File: src/hdl/lmsp_pkg.sv
// Package: request kinds, result types and cell layout constants for the shadow plotter.
package lmsp_pkg;

  localparam int CELL_W   = 8;
  localparam int NIB_W    = 4;
  localparam int KIND_W   = 3;
  localparam int COORD_W  = 8;
  localparam int MASK_W   = 2;
  localparam int CADDR_W  = 6;
  localparam int ROW_W    = 3;

  localparam logic [ROW_W-1:0] ROW_LAST = 3'd7;
  localparam logic [NIB_W-1:0] NIB_TOP  = 4'b1000;

  typedef enum logic [KIND_W-1:0] {
    KIND_PLOT      = 3'd0,
    KIND_PLOT_RAM  = 3'd1,
    KIND_SNAPSHOT  = 3'd2,
    KIND_CLEAR     = 3'd3,
    KIND_READ      = 3'd4
  } kind_t;

  typedef enum logic {
    RES_CELL_WRITE = 1'b0,
    RES_SNAP_READ  = 1'b1
  } result_type_t;

endpackage

File: src/hdl/lmsp_if.sv
// Interfaces: request and result channels with valid/ready transfer.
interface lmsp_req_if;
  logic                         valid;
  logic                         ready;
  logic [lmsp_pkg::KIND_W-1:0]  kind;
  logic [lmsp_pkg::COORD_W-1:0] column;
  logic [lmsp_pkg::COORD_W-1:0] row;
  logic                         pixel_on;
  logic                         wrap_mode;

  modport source (output valid, kind, column, row, pixel_on, wrap_mode, input ready);
  modport sink   (input valid, kind, column, row, pixel_on, wrap_mode, output ready);
endinterface

interface lmsp_rsp_if;
  logic                         valid;
  logic                         ready;
  logic                         result_type;
  logic [lmsp_pkg::MASK_W-1:0]  panel_mask;
  logic [lmsp_pkg::CADDR_W-1:0] cell_address;
  logic [lmsp_pkg::NIB_W-1:0]   cell_nibble;
  logic                         snapshot_pixel;

  modport source (output valid, result_type, panel_mask, cell_address, cell_nibble,
                  snapshot_pixel, input ready);
  modport sink   (input valid, result_type, panel_mask, cell_address, cell_nibble,
                  snapshot_pixel, output ready);
endinterface

File: src/hdl/lmsp_sub.sv
// Shared subtract-and-compare unit used by the plot sequencer.
module lmsp_sub #(
  parameter int W = 10
) (
  input  logic [W-1:0] a,
  input  logic [W-1:0] b,
  output logic [W-1:0] diff,
  output logic         ge
);

  logic [W:0] wide;

  // no borrow out of the extended subtract means a >= b
  assign wide = {1'b0, a} - {1'b0, b};
  assign diff = wide[W-1:0];
  assign ge   = ~wide[W];

endmodule

File: src/hdl/lmsp_store.sv
// Cell store: one write port, one registered read port.
module lmsp_store #(
  parameter int DEPTH = 128,
  parameter int AW    = 7
) (
  input  logic                        clk,
  input  logic                        we,
  input  logic [AW-1:0]               waddr,
  input  logic [lmsp_pkg::CELL_W-1:0] wdata,
  input  logic [AW-1:0]               raddr,
  output logic [lmsp_pkg::CELL_W-1:0] rdata
);

  logic [lmsp_pkg::CELL_W-1:0] mem [DEPTH];

  always_ff @(posedge clk) begin
    if (we) begin
      mem[waddr] <= wdata;
    end
  end

  always_ff @(posedge clk) begin
    rdata <= mem[raddr];
  end

endmodule

File: src/hdl/led_matrix_shadow_plotter.sv
// Top level: frame buffer sequencer for panels of 4-bit LED driver cells.
//
// Each cell byte holds a live nibble (low) and a snapshot nibble (high); pixel (x, y) sits in
// cell 2x + y/4. After reset the block zeroes all STORE_CELLS cells of the store and takes no
// request until that pass is done; panel_count writes are taken at any time. One request is
// worked at a time through a small sequencer around a single subtract/compare unit. A plot or
// read first fixes the column (clamped, or wrapped by repeated subtraction), then splits it
// into panel and in-panel column by repeated subtraction, then reads the store cell and
// modifies it. Snapshot and clear walk the active cells, reading and then writing each one.
// A finished result sits in an output register; the next request is accepted while it waits,
// and only a further result stalls in its modify step until the register frees. Kinds five
// to seven are dropped.
module led_matrix_shadow_plotter #(
  parameter int PANEL_COLUMNS = 32,
  parameter int PANEL_LIMIT   = 2,
  parameter int STORE_CELLS   = 128
) (
  input  logic       clk,
  input  logic       rst,
  input  logic       cfg_we,
  input  logic [1:0] cfg_data,
  lmsp_req_if.sink   req,
  lmsp_rsp_if.source rsp
);

  localparam int AW   = $clog2(STORE_CELLS);
  localparam int FIT  = STORE_CELLS / (2 * PANEL_COLUMNS);
  localparam int CAP  = (FIT < PANEL_LIMIT) ? ((FIT < 1) ? 1 : FIT) : PANEL_LIMIT;
  localparam int SPAN = 2 * PANEL_LIMIT * PANEL_COLUMNS;
  localparam int UWA  = $clog2(SPAN + 1);
  localparam int UWB  = $clog2(STORE_CELLS + 1);
  // 9 bits cover a cell address built from any 8-bit column
  localparam int UWC  = (UWA > UWB) ? UWA : UWB;
  localparam int UW   = (UWC > 9) ? UWC : 9;
  localparam int PW   = (PANEL_LIMIT > 1) ? $clog2(PANEL_LIMIT) : 1;
  localparam int CW   = lmsp_pkg::CELL_W;
  localparam int NW   = lmsp_pkg::NIB_W;

  localparam logic [2:0]    CAP_P    = 3'(CAP);
  localparam logic [UW-1:0] PCOLS    = UW'(PANEL_COLUMNS);
  localparam logic [UW-1:0] CELLS_UW = UW'(STORE_CELLS);
  localparam logic [AW-1:0] LAST_IDX = AW'(STORE_CELLS - 1);

  typedef enum logic [7:0] {
    ST_CLR   = 8'b0000_0001,
    ST_IDLE  = 8'b0000_0010,
    ST_FIXX  = 8'b0000_0100,
    ST_DIV   = 8'b0000_1000,
    ST_RD    = 8'b0001_0000,
    ST_MOD   = 8'b0010_0000,
    ST_SW_RD = 8'b0100_0000,
    ST_SW_WR = 8'b1000_0000
  } state_t;

  state_t state;

  // configuration and request registers
  logic [1:0]                      pcount;
  logic [lmsp_pkg::KIND_W-1:0]     kind_r;
  logic [UW-1:0]                   x_r;
  logic [lmsp_pkg::ROW_W-1:0]      y_r;
  logic                            on_r;
  logic                            wrap_r;
  logic [UW-1:0]                   addr_r;
  logic [PW-1:0]                   panel_r;
  logic [UW-1:0]                   idx;

  // result register
  logic                            out_valid;
  logic                            out_type;
  logic [lmsp_pkg::MASK_W-1:0]     out_mask;
  logic [lmsp_pkg::CADDR_W-1:0]    out_caddr;
  logic [NW-1:0]                   out_nib;
  logic                            out_snap;

  // active geometry
  logic [2:0]                      p_act;
  logic [UW-1:0]                   col_count;
  logic [UW-1:0]                   cells;

  // shared unit
  logic [UW-1:0]                   su_a;
  logic [UW-1:0]                   su_b;
  logic [UW-1:0]                   su_diff;
  logic                            su_ge;

  // store port
  logic                            st_we;
  logic [AW-1:0]                   st_waddr;
  logic [CW-1:0]                   st_wdata;
  logic [AW-1:0]                   st_raddr;
  logic [CW-1:0]                   st_rdata;

  // modify stage
  logic                            in_range;
  logic [CW-1:0]                   cell_b;
  logic [NW-1:0]                   bit_sel;
  logic [CW-1:0]                   cell_new;
  logic                            snap_bit;
  logic                            need_out;
  logic                            can_load;
  logic [UW-1:0]                   caddr_full;
  logic [lmsp_pkg::ROW_W-1:0]      y_fix;

  // panel count: 0 acts as 1, then limited to PANEL_LIMIT and to what the store holds
  always_comb begin
    p_act = (pcount == 2'd0) ? 3'd1 : {1'b0, pcount};
    if (p_act > CAP_P) begin
      p_act = CAP_P;
    end
  end

  assign col_count = UW'(p_act * PANEL_COLUMNS);
  assign cells     = ({col_count, 1'b0} > {1'b0, CELLS_UW}) ? CELLS_UW : UW'({col_count, 1'b0});

  // one unit serves column fix, panel split and sweep bound
  always_comb begin
    su_a = x_r;
    su_b = col_count;
    case (state)
      ST_DIV: begin
        su_b = PCOLS;
      end
      ST_SW_RD: begin
        su_a = idx;
        su_b = cells;
      end
      default: begin
        su_a = x_r;
        su_b = col_count;
      end
    endcase
  end

  lmsp_sub #(.W(UW)) u_sub (
    .a    (su_a),
    .b    (su_b),
    .diff (su_diff),
    .ge   (su_ge)
  );

  // pixel bit and read-modify-write of the addressed cell
  assign in_range   = (addr_r < CELLS_UW);
  assign cell_b     = in_range ? st_rdata : '0;
  assign bit_sel    = lmsp_pkg::NIB_TOP >> y_r[1:0];
  assign cell_new   = on_r ? (cell_b | {{(CW-NW){1'b0}}, bit_sel})
                           : (cell_b & ~{{(CW-NW){1'b0}}, bit_sel});
  assign snap_bit   = |(cell_b[CW-1:NW] & bit_sel);
  assign need_out   = (kind_r != lmsp_pkg::KIND_PLOT_RAM);
  assign can_load   = ~out_valid | rsp.ready;
  assign caddr_full = {x_r[UW-2:0], 1'b0} + UW'(y_r[2]);

  // row rule: wrap keeps the low three bits, clamp pins to the last row
  assign y_fix = ((req.row > 8'(lmsp_pkg::ROW_LAST)) && !req.wrap_mode)
               ? lmsp_pkg::ROW_LAST : req.row[lmsp_pkg::ROW_W-1:0];

  always_comb begin
    st_we    = 1'b0;
    st_waddr = idx[AW-1:0];
    st_wdata = '0;
    st_raddr = (state == ST_SW_RD) ? idx[AW-1:0] : addr_r[AW-1:0];
    case (state)
      ST_CLR: begin
        st_we = 1'b1;
      end
      ST_SW_WR: begin
        st_we    = 1'b1;
        st_wdata = (kind_r == lmsp_pkg::KIND_SNAPSHOT)
                 ? {st_rdata[NW-1:0], st_rdata[NW-1:0]}
                 : {st_rdata[CW-1:NW], {NW{1'b0}}};
      end
      ST_MOD: begin
        // write once, on the cycle the request retires
        st_we    = in_range && (kind_r != lmsp_pkg::KIND_READ) && (!need_out || can_load);
        st_waddr = addr_r[AW-1:0];
        st_wdata = cell_new;
      end
      default: begin
        st_we = 1'b0;
      end
    endcase
  end

  lmsp_store #(.DEPTH(STORE_CELLS), .AW(AW)) u_store (
    .clk   (clk),
    .we    (st_we),
    .waddr (st_waddr),
    .wdata (st_wdata),
    .raddr (st_raddr),
    .rdata (st_rdata)
  );

  assign req.ready = (state == ST_IDLE);

  always_ff @(posedge clk) begin
    if (rst) begin
      pcount <= 2'd2;
    end else if (cfg_we) begin
      pcount <= cfg_data;
    end
  end

  // sequencer
  always_ff @(posedge clk) begin
    if (rst) begin
      state <= ST_CLR;
      idx   <= '0;
    end else begin
      case (state)
        ST_CLR: begin
          idx <= idx + 1'b1;
          if (idx[AW-1:0] == LAST_IDX) begin
            state <= ST_IDLE;
          end
        end
        ST_IDLE: begin
          if (req.valid) begin
            idx <= '0;
            case (req.kind) inside
              lmsp_pkg::KIND_PLOT, lmsp_pkg::KIND_PLOT_RAM, lmsp_pkg::KIND_READ: begin
                state <= ST_FIXX;
              end
              lmsp_pkg::KIND_SNAPSHOT, lmsp_pkg::KIND_CLEAR: begin
                state <= ST_SW_RD;
              end
              default: begin
                state <= ST_IDLE;
              end
            endcase
          end
        end
        ST_FIXX: begin
          if (!su_ge) begin
            state <= ST_DIV;
          end
        end
        ST_DIV: begin
          if (!su_ge) begin
            state <= ST_RD;
          end
        end
        ST_RD: begin
          state <= ST_MOD;
        end
        ST_MOD: begin
          if (!need_out || can_load) begin
            state <= ST_IDLE;
          end
        end
        ST_SW_RD: begin
          state <= su_ge ? ST_IDLE : ST_SW_WR;
        end
        ST_SW_WR: begin
          idx   <= idx + 1'b1;
          state <= ST_SW_RD;
        end
        default: begin
          state <= ST_IDLE;
        end
      endcase
    end
  end

  // request datapath
  always_ff @(posedge clk) begin
    case (state)
      ST_IDLE: begin
        kind_r <= req.kind;
        x_r    <= UW'(req.column);
        y_r    <= y_fix;
        on_r   <= req.pixel_on;
        wrap_r <= req.wrap_mode;
      end
      ST_FIXX: begin
        if (su_ge) begin
          x_r <= wrap_r ? su_diff : (col_count - 1'b1);
        end else begin
          addr_r  <= {x_r[UW-2:0], 1'b0} + UW'(y_r[2]);
          panel_r <= '0;
        end
      end
      ST_DIV: begin
        if (su_ge) begin
          x_r     <= su_diff;
          panel_r <= panel_r + 1'b1;
        end
      end
      default: begin
        x_r <= x_r;
      end
    endcase
  end

  // result register
  always_ff @(posedge clk) begin
    if (rst) begin
      out_valid <= 1'b0;
    end else if ((state == ST_MOD) && need_out && can_load) begin
      out_valid <= 1'b1;
    end else if (rsp.ready) begin
      out_valid <= 1'b0;
    end
  end

  always_ff @(posedge clk) begin
    if ((state == ST_MOD) && need_out && can_load) begin
      if (kind_r == lmsp_pkg::KIND_READ) begin
        out_type  <= lmsp_pkg::RES_SNAP_READ;
        out_mask  <= '0;
        out_caddr <= '0;
        out_nib   <= '0;
        out_snap  <= snap_bit;
      end else begin
        out_type  <= lmsp_pkg::RES_CELL_WRITE;
        out_mask  <= (panel_r == PW'(0)) ? 2'b01 :
                     (panel_r == PW'(1)) ? 2'b10 : 2'b00;
        out_caddr <= caddr_full[lmsp_pkg::CADDR_W-1:0];
        out_nib   <= cell_new[NW-1:0];
        out_snap  <= 1'b0;
      end
    end
  end

  assign rsp.valid          = out_valid;
  assign rsp.result_type    = out_type;
  assign rsp.panel_mask     = out_mask;
  assign rsp.cell_address   = out_caddr;
  assign rsp.cell_nibble    = out_nib;
  assign rsp.snapshot_pixel = out_snap;

endmodule

File: src/flat_wrapper.sv
// flat-port wrapper written by rule: the top's interface ports become plain ports
module led_matrix_shadow_plotter_flat 
#(
  parameter int PANEL_COLUMNS = 32,
  parameter int PANEL_LIMIT   = 2,
  parameter int STORE_CELLS   = 128
)
  (clk, rst, cfg_we, cfg_data, req_valid, req_kind, req_column, req_row, req_pixel_on, req_wrap_mode, req_ready, rsp_valid, rsp_result_type, rsp_panel_mask, rsp_cell_address, rsp_cell_nibble, rsp_snapshot_pixel, rsp_ready);
  lmsp_req_if req_i ();
  lmsp_rsp_if rsp_i ();
  input  logic clk;
  input  logic rst;
  input  logic cfg_we;
  input  logic [1:0] cfg_data;
  input wire logic [$bits(req_i.valid)-1:0] req_valid;
  input wire logic [$bits(req_i.kind)-1:0] req_kind;
  input wire logic [$bits(req_i.column)-1:0] req_column;
  input wire logic [$bits(req_i.row)-1:0] req_row;
  input wire logic [$bits(req_i.pixel_on)-1:0] req_pixel_on;
  input wire logic [$bits(req_i.wrap_mode)-1:0] req_wrap_mode;
  output wire logic [$bits(req_i.ready)-1:0] req_ready;
  output wire logic [$bits(rsp_i.valid)-1:0] rsp_valid;
  output wire logic [$bits(rsp_i.result_type)-1:0] rsp_result_type;
  output wire logic [$bits(rsp_i.panel_mask)-1:0] rsp_panel_mask;
  output wire logic [$bits(rsp_i.cell_address)-1:0] rsp_cell_address;
  output wire logic [$bits(rsp_i.cell_nibble)-1:0] rsp_cell_nibble;
  output wire logic [$bits(rsp_i.snapshot_pixel)-1:0] rsp_snapshot_pixel;
  input wire logic [$bits(rsp_i.ready)-1:0] rsp_ready;
  assign req_i.valid = req_valid;
  assign req_i.kind = req_kind;
  assign req_i.column = req_column;
  assign req_i.row = req_row;
  assign req_i.pixel_on = req_pixel_on;
  assign req_i.wrap_mode = req_wrap_mode;
  assign req_ready = req_i.ready;
  assign rsp_valid = rsp_i.valid;
  assign rsp_result_type = rsp_i.result_type;
  assign rsp_panel_mask = rsp_i.panel_mask;
  assign rsp_cell_address = rsp_i.cell_address;
  assign rsp_cell_nibble = rsp_i.cell_nibble;
  assign rsp_snapshot_pixel = rsp_i.snapshot_pixel;
  assign rsp_i.ready = rsp_ready;
  led_matrix_shadow_plotter #(.PANEL_COLUMNS(PANEL_COLUMNS), .PANEL_LIMIT(PANEL_LIMIT), .STORE_CELLS(STORE_CELLS)) u_core (.clk(clk), .rst(rst), .cfg_we(cfg_we), .cfg_data(cfg_data), .req(req_i), .rsp(rsp_i));
endmodule
File: config.mk
export PLATFORM = sky130hd
export DESIGN_NAME = led_matrix_shadow_plotter_flat
export DESIGN_NICKNAME = d
export VERILOG_FILES = /design/src/hdl/lmsp_pkg.sv /design/src/hdl/lmsp_if.sv /design/src/hdl/lmsp_sub.sv /design/src/hdl/lmsp_store.sv /design/src/hdl/led_matrix_shadow_plotter.sv /design/src/flat_wrapper.sv
export SDC_FILE = /design/constraint.sdc
export NUM_CORES = 1
export LEC_CHECK = 0
export ABC_CLOCK_PERIOD_IN_PS = 10690
export BUFFER_PORTS_ARGS = -buffer_cell sky130_fd_sc_hd__buf_2
export CORE_ASPECT_RATIO = 1.5
export CORE_MARGIN = 1
export CORE_UTILIZATION = 40
export CTS_BUF_LIST = sky130_fd_sc_hd__clkbuf_8
export CTS_CLUSTER_DIAMETER = 150
export DETAILED_ROUTE_END_ITERATION = 7
export GPL_ROUTABILITY_DRIVEN = 0
export GPL_TIMING_DRIVEN = 0
export PLACE_DENSITY = 0.59
export SLEW_MARGIN = 20
export SYNTH_ARGS = -nofsm -noshare
export SYNTH_HDL_FRONTEND = slang
export SYNTH_SLANG_ARGS = --single-unit
File: constraint.sdc
create_clock -name clk -period 10.69 [get_ports clk]
set_input_delay 0.5345 -clock clk [delete_from_list [all_inputs] [get_ports clk]]
set_output_delay 0.5345 -clock clk [all_outputs]
set_load 0.01 [all_outputs]
* After elaboration in Yosys (flattened, before gate mapping)
Memories as Yosys holds them, arrays and structs flattened. A register that Yosys moved wholly into a read port is not among the register bits.
Index checks and enable logic that the tools add are counted.
** Operators by class
- Add/sub/neg operators :: 5
- Magnitude comparators :: 4
- Equal/unequal tests :: 24
- Shift-type cells :: 1
- Muxes and demuxes :: 36
- Bitwise logic cells :: 6
- Reductions and logical operators :: 23
** Operators by type and width (count)
- $mux W8 :: 10
- $pmux W8 S8 :: 1
- $mux W9 :: 6
- $pmux W9 S2 :: 2
- $pmux W9 S3 :: 1
- $mux W7 :: 3
- $pmux W8 S2 :: 1
- $ne A2 B2 Y1 const B :: 5
- $sub A9 B9 Y10 :: 1
- $add A9 B1 Y9 :: 1
- $add A9 B1 Y9 const B :: 1
- $eq A3 B2 Y1 const B :: 3
- $gt A9 B8 Y1 const B :: 1
- $lt A9 B8 Y1 const B :: 1
- $sub A8 B1 Y9 const B :: 1
- $and A8 B8 Y8 :: 1
- $eq A8 B1 Y1 const B :: 1
- $eq A8 B2 Y1 const B :: 1
- $eq A8 B3 Y1 const B :: 1
- $eq A8 B4 Y1 const B :: 1
- $eq A8 B5 Y1 const B :: 1
- $eq A8 B6 Y1 const B :: 1
- $eq A8 B7 Y1 const B :: 1
- $eq A8 B8 Y1 const B :: 1
- other kinds (32) :: 52
** Storage, ports and cells
- Register bits :: 61
- Memory bits (writable) :: 1024
- Input port bits :: 28
- Output and inout port bits :: 16
- Word-level logic and storage cells :: 116
- Memories :: 1
** Memories
- u_core.u_store.mem :: words 128, width 8, rd ports 1, clocked after memory_dff 1, write ports 1, RTL line lmsp_store.sv:14 : logic [lmsp_pkg::CELL_W-1:0] mem [DEPTH];

* Logic depth before layout (Yosys ltp)
Gate-level depths: netlist of the first run.
- Depth in word-level cells :: 11
- Depth in mapped cells :: 16
- Gate-level depth less buffers :: 13

* Cells and area by module
A second synthesis of the first run with hierarchy kept.
** Unflattened totals
- Cell total of the unflattened synthesis :: 2014
- Area, all modules :: 43186.4 sq um
** By module, submodules not included
- lmsp_store :: instances 1, cells each 1635, area an instance 39665.5 sq um, seq. area each 30909.6 sq um
- led_matrix_shadow_plotter :: instances 1, cells each 319, area an instance 3091.7 sq um, seq. area each 1611.5 sq um
- lmsp_sub :: instances 1, cells each 60, area an instance 429.2 sq um, seq. area each 0.0 sq um

* Least setup slack after synthesis of the first run
OpenSTA, ideal clock, no wires.
- Kind :: register -> register
- Start :: reg u_core.state[7]
- End :: mem u_core.u_store.mem[0][0] (netlist name), data pin
- Setup time :: 1.197 ns
- Arrival time :: 6.510 ns
- Required time :: 9.493 ns
- Path slack :: 2.984 ns
- Stages on the path, launching flop included :: 6
- Buffers on the path :: 2
- Clock period less this slack :: 7.706 ns
- Cells stage by stage :: dfxtp_1 > nor4_1 > nand4b_1 > clkbuf_1 > clkbuf_1 > o21ai_0
** On the way
- Longest elaborated chain between the ends :: 2
- Elaborated cells between the ends (all ways) :: 3
- Classes of those cells :: eq/ne (2); mux (1)
** RTL lines
- start: declaration :: RTL line led_matrix_shadow_plotter.sv:55 : state_t state;
- start signal: assignment :: RTL line led_matrix_shadow_plotter.sv:251 : state <= su_ge ? ST_IDLE : ST_SW_WR;
- $eq A8 B6 Y1 or $eq A8 B8 Y1 (tied branches) :: RTL line led_matrix_shadow_plotter.sv:162 : case (state)
- $pmux W8 S2 * :: RTL line led_matrix_shadow_plotter.sv:162
- via u_core.st_wdata[0] :: RTL line led_matrix_shadow_plotter.sv:90 : logic [CW-1:0] st_wdata;
- end: declaration :: RTL line lmsp_store.sv:14
The timed path passes the listed nets; every way through them passes the cells marked *.

* Worst setup path in the final report of the first run
- Start :: reg u_core.state[0]
- End :: mem u_core.u_store.mem[22][1] (netlist name), enable pin
** On the way
- Longest elaborated chain between the ends :: 5
- Elaborated cells between the ends (all ways) :: 8
- Classes of those cells :: eq/ne (3); mux (4); reduce/logical (1)
** RTL lines
- $eq A8 B1 Y1 or $eq A8 B8 Y1 (tied branches) :: RTL line led_matrix_shadow_plotter.sv:162
- $reduce_or A2 Y1 (no line)
- $pmux W1 S2 :: RTL line led_matrix_shadow_plotter.sv:162
- $mux W1 :: RTL line lmsp_store.sv:17 : if (we) begin
- $mux W1 (implied by the code) :: RTL line lmsp_store.sv:18 : mem[waddr] <= wdata;
Parallel ways exist; a longest one is shown, timed or not.

==> reports/qor.yml, run 1 <==
floorplan:
  die-width_microns: 273
  io-pin-count: 44
  die_area_sq_um: 112000
  core_area_sq_um: 109000
  fp.dieH_microns: 409
  initial_core_util: 0.406
  fp-row-count: 148
cells_and_area:
  final_nets: 3455
  syn_to_final_growth_pct: 13.3
  fin_util: 0.460
  final_cell_mix: "edfxtp_1 (1,065), nand2_1 (672), nand3_1 (197)"
  layout_commonest_cell: "edfxtp_1"
  drive_gt1_frac: 0.122
timing:
  final-setup-viol-count: 0
  clock_skew_ns: 0.0420
  fin_setup_tns_ns: 0
  tightest_slew_ns: 1.16
  clock.fmax_mhz: 198
  fin_crit_ns: 5.06
  hold_viol_final: 0
  finalMaxSlewViolations: 0
  post-route-period-util: 0.473
  slew_headroom: 0.223
  rsz0062_at_grt: "false"
critical_path:
  cp.arrival_ns: 5.50
  cp_max_fo: 10
  slowest_delay_ns: 0.85
  worst_path_dominant_cell_family: "simple AND/OR/NAND/NOR gates"
  cp_cell_sequence: "nor4_1, nand4b_1, mux2i_1, nand2_1, or2_2, clkbuf_1, clkbuf_2, nor2_1"
  path_buf_inv: 2
  start_kind: "register"
  critPathKind: "register to register"
  crit_required_ns: 11.13
  slowest_stage: "nor2_1"
  endpoint_kind: "register"
clock_tree:
  post_cts_resized: 0
  clock_latency_ns: 0.83
  htree_levels: 4
  cts_tree: "yes"
  cts_sinks: 1092
  clk_pin_slew_ns: 0.06
  cts_buffer_depth: 3
  cts_buffers: 155
  cts_setup_buffers: 0
  root_buffer: "clkbuf_8"
  postCtsHoldBufs: 19
route:
  route.antenna.remaining_nets: 0
  drt_iter0_markers: 3006
  wl_per_cell_microns: 26.9
  routed_via_density: 5.68
  wl_microns: 133000
  dr.pass1.iters: 6
  drc: 0
  vias: 28200
placement:
  dp_hpwl_microns: 95000
  port_buffers: 41
global_route:
  overflow: 0
  grt_pass1_vias: 27900
  grt_max_degree: 68
  gr-usage-all-layers: 0.238
  grt_pass1_wl_microns: 190000
  antenna_found_initial: 3
yosys:
  synth-seq-cells: 1092
  syn_nets: 3206
  ys_async_sr_fraction: 0
  ys_types: 68
  ys_seq_area_frac: 0.736
  synthFlopType: "edfxtp_1"
  synthCells: 3171
  synth_edf_count: 1065
  yosys_warnings: 0
  syn_area_sq_um: 44200
  avgSynthCellArea_sq_um: 13.9
power:
  power.total_mw: 8.21
  power_density_nw_per_um2: 164
  ir_drop_v: 0.0000949
  power_leakage_nw: 15.7
job:
  maxCapViolCount: 0
run_status:
  outcome: "finished, final reports clean"
hold_path:
  hold_class: "input pin to register"
## synthesized netlist by cell type (21+ instances only)
master / number / area share
nand2b_1: 21 / 0.0030
dfxtp_1: 27 / 0.012
nor3_1: 21 / 0.0024
a211oi_1: 26 / 0.0044
clkbuf_1: 105 / 0.0089
nor2_1: 179 / 0.015
and3_1: 28 / 0.0040
nand2_1: 676 / 0.057
a32oi_1: 89 / 0.018
a21oi_1: 25 / 0.0028
a32o_1: 80 / 0.018
edfxtp_1: 1065 / 0.72
a31oi_1: 78 / 0.011
or2_2: 28 / 0.0040
buf_2: 91 / 0.010
nand3_1: 197 / 0.022
mux2i_1: 155 / 0.035
o21ai_0: 79 / 0.0090
## layout make-up
class / count / area [sq um]
fill: 9639 / 58800
sequential: 1092 / 32500
tap: 1425 / 1780
clock inverter: 107 / 477
timing repair buffer: 92 / 1210
inverter: 16 / 60.1
antenna: 2 / 5.00
clock buffer: 164 / 2260
multi-input combinational: 1845 / 10700
buffer: 218 / 998
## state kept, by name (all words and copies together), names as in the netlist, 2 cells and up
register / count
u_core.state: 8
u_core.rsp.cell_nibble: 4
u_core.idx: 9
u_core.addr_r: 9
u_core.y_r: 3
u_core.u_store.rdata: 8
u_core.rsp.panel_mask: 2
u_core.u_store.mem: 1024
u_core.kind_r: 3
u_core.rsp.cell_address: 6
u_core.x_r: 9
## final timing paths
kind	from	to	slack [ns]	depth (start not counted)
worst max register to register	u_core.state[0]	u_core.u_store.mem[22][1]	5.63	8
worst max-delay path	u_core.state[0]	u_core.u_store.mem[22][1]	5.63	8
worst min-delay path	req_column[0]	u_core.x_r[0]	0.09	3
worst min register to register	u_core.x_r[5]	u_core.addr_r[6]	0.48	0
## through the flow
| stage | std cells | instance area [sq um] | hold WS, ns | setup slack, ns |
|---|---|---|---|---|
| floorplan | 3171 | 44200 | 0.418 | 2.98 |
| global placement | 4637 | 46200 | 0.460 | -6.85 |
| detailed placement | 4669 | 47100 | 0.456 | 5.94 |
| CTS | 4959 | 50000 | 0.0219 | 5.87 |
| global route | 4960 | 50100 | 0.0775 | 5.48 |
| finish | 4961 | 50100 | 0.0929 | 5.63 |
## tightest hold or removal path, stage by stage
cell and delay [ns]:
buf_2 0.08, nor2_1 0.03, o21ai_0 0.16
## per-layer routing
layer / part of all wire / global-route usage / wire length (microns) / vias up
met5: 0 / 0 / 0 / -
met1: 0.36 / 0.266 / 47800 / 14100
met3: 0.064 / 0.0431 / 8570 / 310
met2: 0.51 / 0.419 / 68600 / 1247
li1: - / - / - / 12500
met4: 0.064 / 0.145 / 8530 / 0
## cell families after synthesis
| kind of cell | share of synthesized area |
|---|---|
| flops | 0.736 |
| xor+xnor | 0.00159 |
| simple gates | 0.122 |
| fa+ha+maj | 0.00215 |
| compound gates | 0.0785 |
| buf+inv | 0.0237 |
| mux | 0.0359 |
## where the power goes
group | internal (mW) | leakage (nW) | total, mW | switching [mW]
logic | 0.127 | 6.41 | 0.494 | 0.367
clock network | 1.44 | 1.56 | 2.99 | 1.55
registers | 4.70 | 7.75 | 4.73 | 0.0334
total | 6.26 | 15.7 | 8.21 | 1.95
Power figures use the tool's default switching activity.
==> run 2: changes to the inputs <==
--- a/config.mk
+++ b/config.mk
@@ -5,7 +5,7 @@
 export SDC_FILE = /design/constraint.sdc
 export NUM_CORES = 1
 export LEC_CHECK = 0
-export ABC_CLOCK_PERIOD_IN_PS = 10690
+export ABC_CLOCK_PERIOD_IN_PS = 4400
 export BUFFER_PORTS_ARGS = -buffer_cell sky130_fd_sc_hd__buf_2
 export CORE_ASPECT_RATIO = 1.5
 export CORE_MARGIN = 1
@@ -15,7 +15,7 @@
 export DETAILED_ROUTE_END_ITERATION = 7
 export GPL_ROUTABILITY_DRIVEN = 0
 export GPL_TIMING_DRIVEN = 0
-export PLACE_DENSITY = 0.59
+export PLACE_DENSITY = 0.61
 export SLEW_MARGIN = 20
 export SYNTH_ARGS = -nofsm -noshare
 export SYNTH_HDL_FRONTEND = slang
==> constraint.sdc (replaced) <==
create_clock -name clk -period 4.4 [get_ports clk]
set_input_delay 0.22 -clock clk [delete_from_list [all_inputs] [get_ports clk]]
set_output_delay 0.22 -clock clk [all_outputs]
set_load 0.01 [all_outputs]
==> reports/qor.yml, run 2 (synthesized netlist as in run 1, its figures left out) <==
route:
  drc: 0
  routed_via_density: 5.66
  dr.pass1.iters: 6
  route.antenna.remaining_nets: 0
  wl_microns: 132000
  drt_iter0_markers: 2823
  vias: 28200
  wl_per_cell_microns: 26.6
critical_path:
  cp.arrival_ns: 5.11
  rr_worst_depth: 9
  endpoint_kind: "register"
  critPathKind: "register to register"
  crit_top_cell: "nand3_1"
  cp_cell_sequence: "nor4b_4, buf_2, nand3_1, a211oi_2, clkdlybuf4s15_1, nand3_1, and3_1, o311ai_1, and4bb_1"
  cp_max_fo: 10
  reg2reg_from: "u_core.state[1]"
  path_buf_inv: 2
  slowest_delay_ns: 0.92
  start_kind: "register"
  r2r-end: "u_core.u_store.rdata[7]"
  crit_required_ns: 5.12
  slowest_stage: "o311ai_1"
  worst_path_dominant_cell_family: "compound AO/OA/AOI/OAI gates"
  reg2reg_slack_ns: 0.009
global_route:
  gr-usage-all-layers: 0.236
  grt_pass1_wl_microns: 188000
  overflow: 0
  grt_max_degree: 61
  grt_pass1_vias: 27700
  antenna_found_initial: 2
placement:
  port_buffers: 41
  pre_cts_ws_ns: -0.342
  dp_hpwl_microns: 94300
job:
  maxCapViolCount: 0
clock_tree:
  cts_tree: "yes"
  htree_levels: 4
  cts_buffer_depth: 3
  root_buffer: "clkbuf_8"
  cts_sinks: 1092
  cts_buffers: 153
  clock_latency_ns: 0.86
  clk_pin_slew_ns: 0.07
power:
  internal_power_mw: 15.2
  power_density_nw_per_um2: 395
  pwr-share-clk: 0.360
  power_leakage_nw: 15.8
  power_switching_mw: 4.78
  comb_power_share: 0.064
  ir_drop_v: 0.000241
  pwr-share-seq: 0.576
  p_sw_frac: 0.240
cells_and_area:
  layout_commonest_cell: "edfxtp_1"
  largest_register_ffs: 1024
  final_nets: 3470
  top_register: "u_core.u_store.mem"
  fin_util: 0.464
  drive_gt1_frac: 0.150
  final_cell_mix: "edfxtp_1 (1,065), nand2_1 (672), nand3_1 (197)"
  syn_to_final_growth_pct: 14.3
  fill_cells: 9615
timing:
  finalMaxSlewViolations: 0
  fin_setup_tns_ns: 0
  post-route-period-util: 0.998
  clock.fmax_mhz: 228
  fin_crit_ns: 4.39
  final-setup-viol-count: 0
  hold_viol_final: 0
  tightest_slew_ns: 1.14
  worst_slack_ns: 0.00921
  slew_headroom: 0.231
  clock_skew_ns: 0.0295
hold_path:
  min_path_cells: 2
  holdPathEnd: "u_core.on_r"
  hold_class: "input pin to register"
  hold_start: "req_pixel_on"
floorplan:
  fp-row-count: 148
  io-pin-count: 44
  initial_core_util: 0.406
  core_area_sq_um: 109000
  fp.dieH_microns: 409
  die-width_microns: 273
  die_area_sq_um: 112000
run_status:
  outcome: "finished, final reports clean"
[run 2: power by group through the flow]
stage	registers (mW)	clock network (mW)	logic (mW)
after floorplan	11.7	0	0.661
after global placement	11.7	0	1.12
after detailed placement	11.7	0	1.14
after CTS	11.5	7.27	1.18
after global routing	11.5	7.69	1.33
final	11.5	7.18	1.27
[run 2: layer usage]
metal	vias up	track usage	wire [microns]
met1	14100	0.263	47100
li1	12600	-	-
met5	-	0	0
met4	0	0.152	9470
met3	335	0.0459	8830
met2	1166	0.408	66600
[run 2: repair_timing]
| action | 4_1_cts | 5_1_grt |
|---|---|---|
| gates resized for setup | 54 | 70 |
| hold buffers | 26 | 0 |
| endpoints found under the setup margin | 410 | 679 |
| pin swaps | 0 | 3 |
| buffers inserted | 0 | 9 |
| endpoints found under the hold margin | 34 | 0 |
[run 2: metrics by stage]
step                      total power [mW]  instance area, sq um  cells  hold WS, ns
after floorplan                       12.3                 44200   3171        0.319
final                                 19.9                 50500   4972        0.102
after global routing                  20.5                 50500   4971       0.0939
after global placement                12.8                 46200   4637        0.403
after detailed placement              12.9                 47100   4670        0.412
after CTS                             19.9                 50200   4961       0.0206
[run 2: worst reg2reg max path, cell delays in order (launching register included)]
cell and delay [ns]:
dfxtp_1 0.38, nor4b_4 0.41, buf_2 0.29, nand3_1 0.18, a211oi_2 0.50, clkdlybuf4s15_1 0.88, nand3_1 0.15, and3_1 0.24
o311ai_1 0.92, and4bb_1 0.34
[run 2: worst max path at each step]
stage                         start                        end  slack [ns]  cells past startpoint
floorplan           u_core.state[7]   u_core.u_store.mem[0][0]       -1.12                      5
global placement    u_core.state[7]  u_core.u_store.mem[36][2]       -7.29                      5
detailed placement  u_core.state[2]    u_core.u_store.rdata[4]       -0.34                     10
CTS                 u_core.state[0]  u_core.u_store.mem[66][7]       -0.18                      8
global route        u_core.state[1]            u_core.state[2]       -0.02                     15
finish              u_core.state[1]    u_core.u_store.rdata[7]       0.009                      9
[run 2: layout make-up]
cell class,instances,area [sq um],area share
multi-input combinational,1845,11100,0.219
clock inverter,105,473,0.00937
timing repair buffer,109,1360,0.0269
tap,1425,1780,0.0353
buffer,218,1020,0.0203
antenna,2,5.00,0.0000991
clock buffer,160,2200,0.0436
sequential,1092,32500,0.644
inverter,16,60.1,0.00119
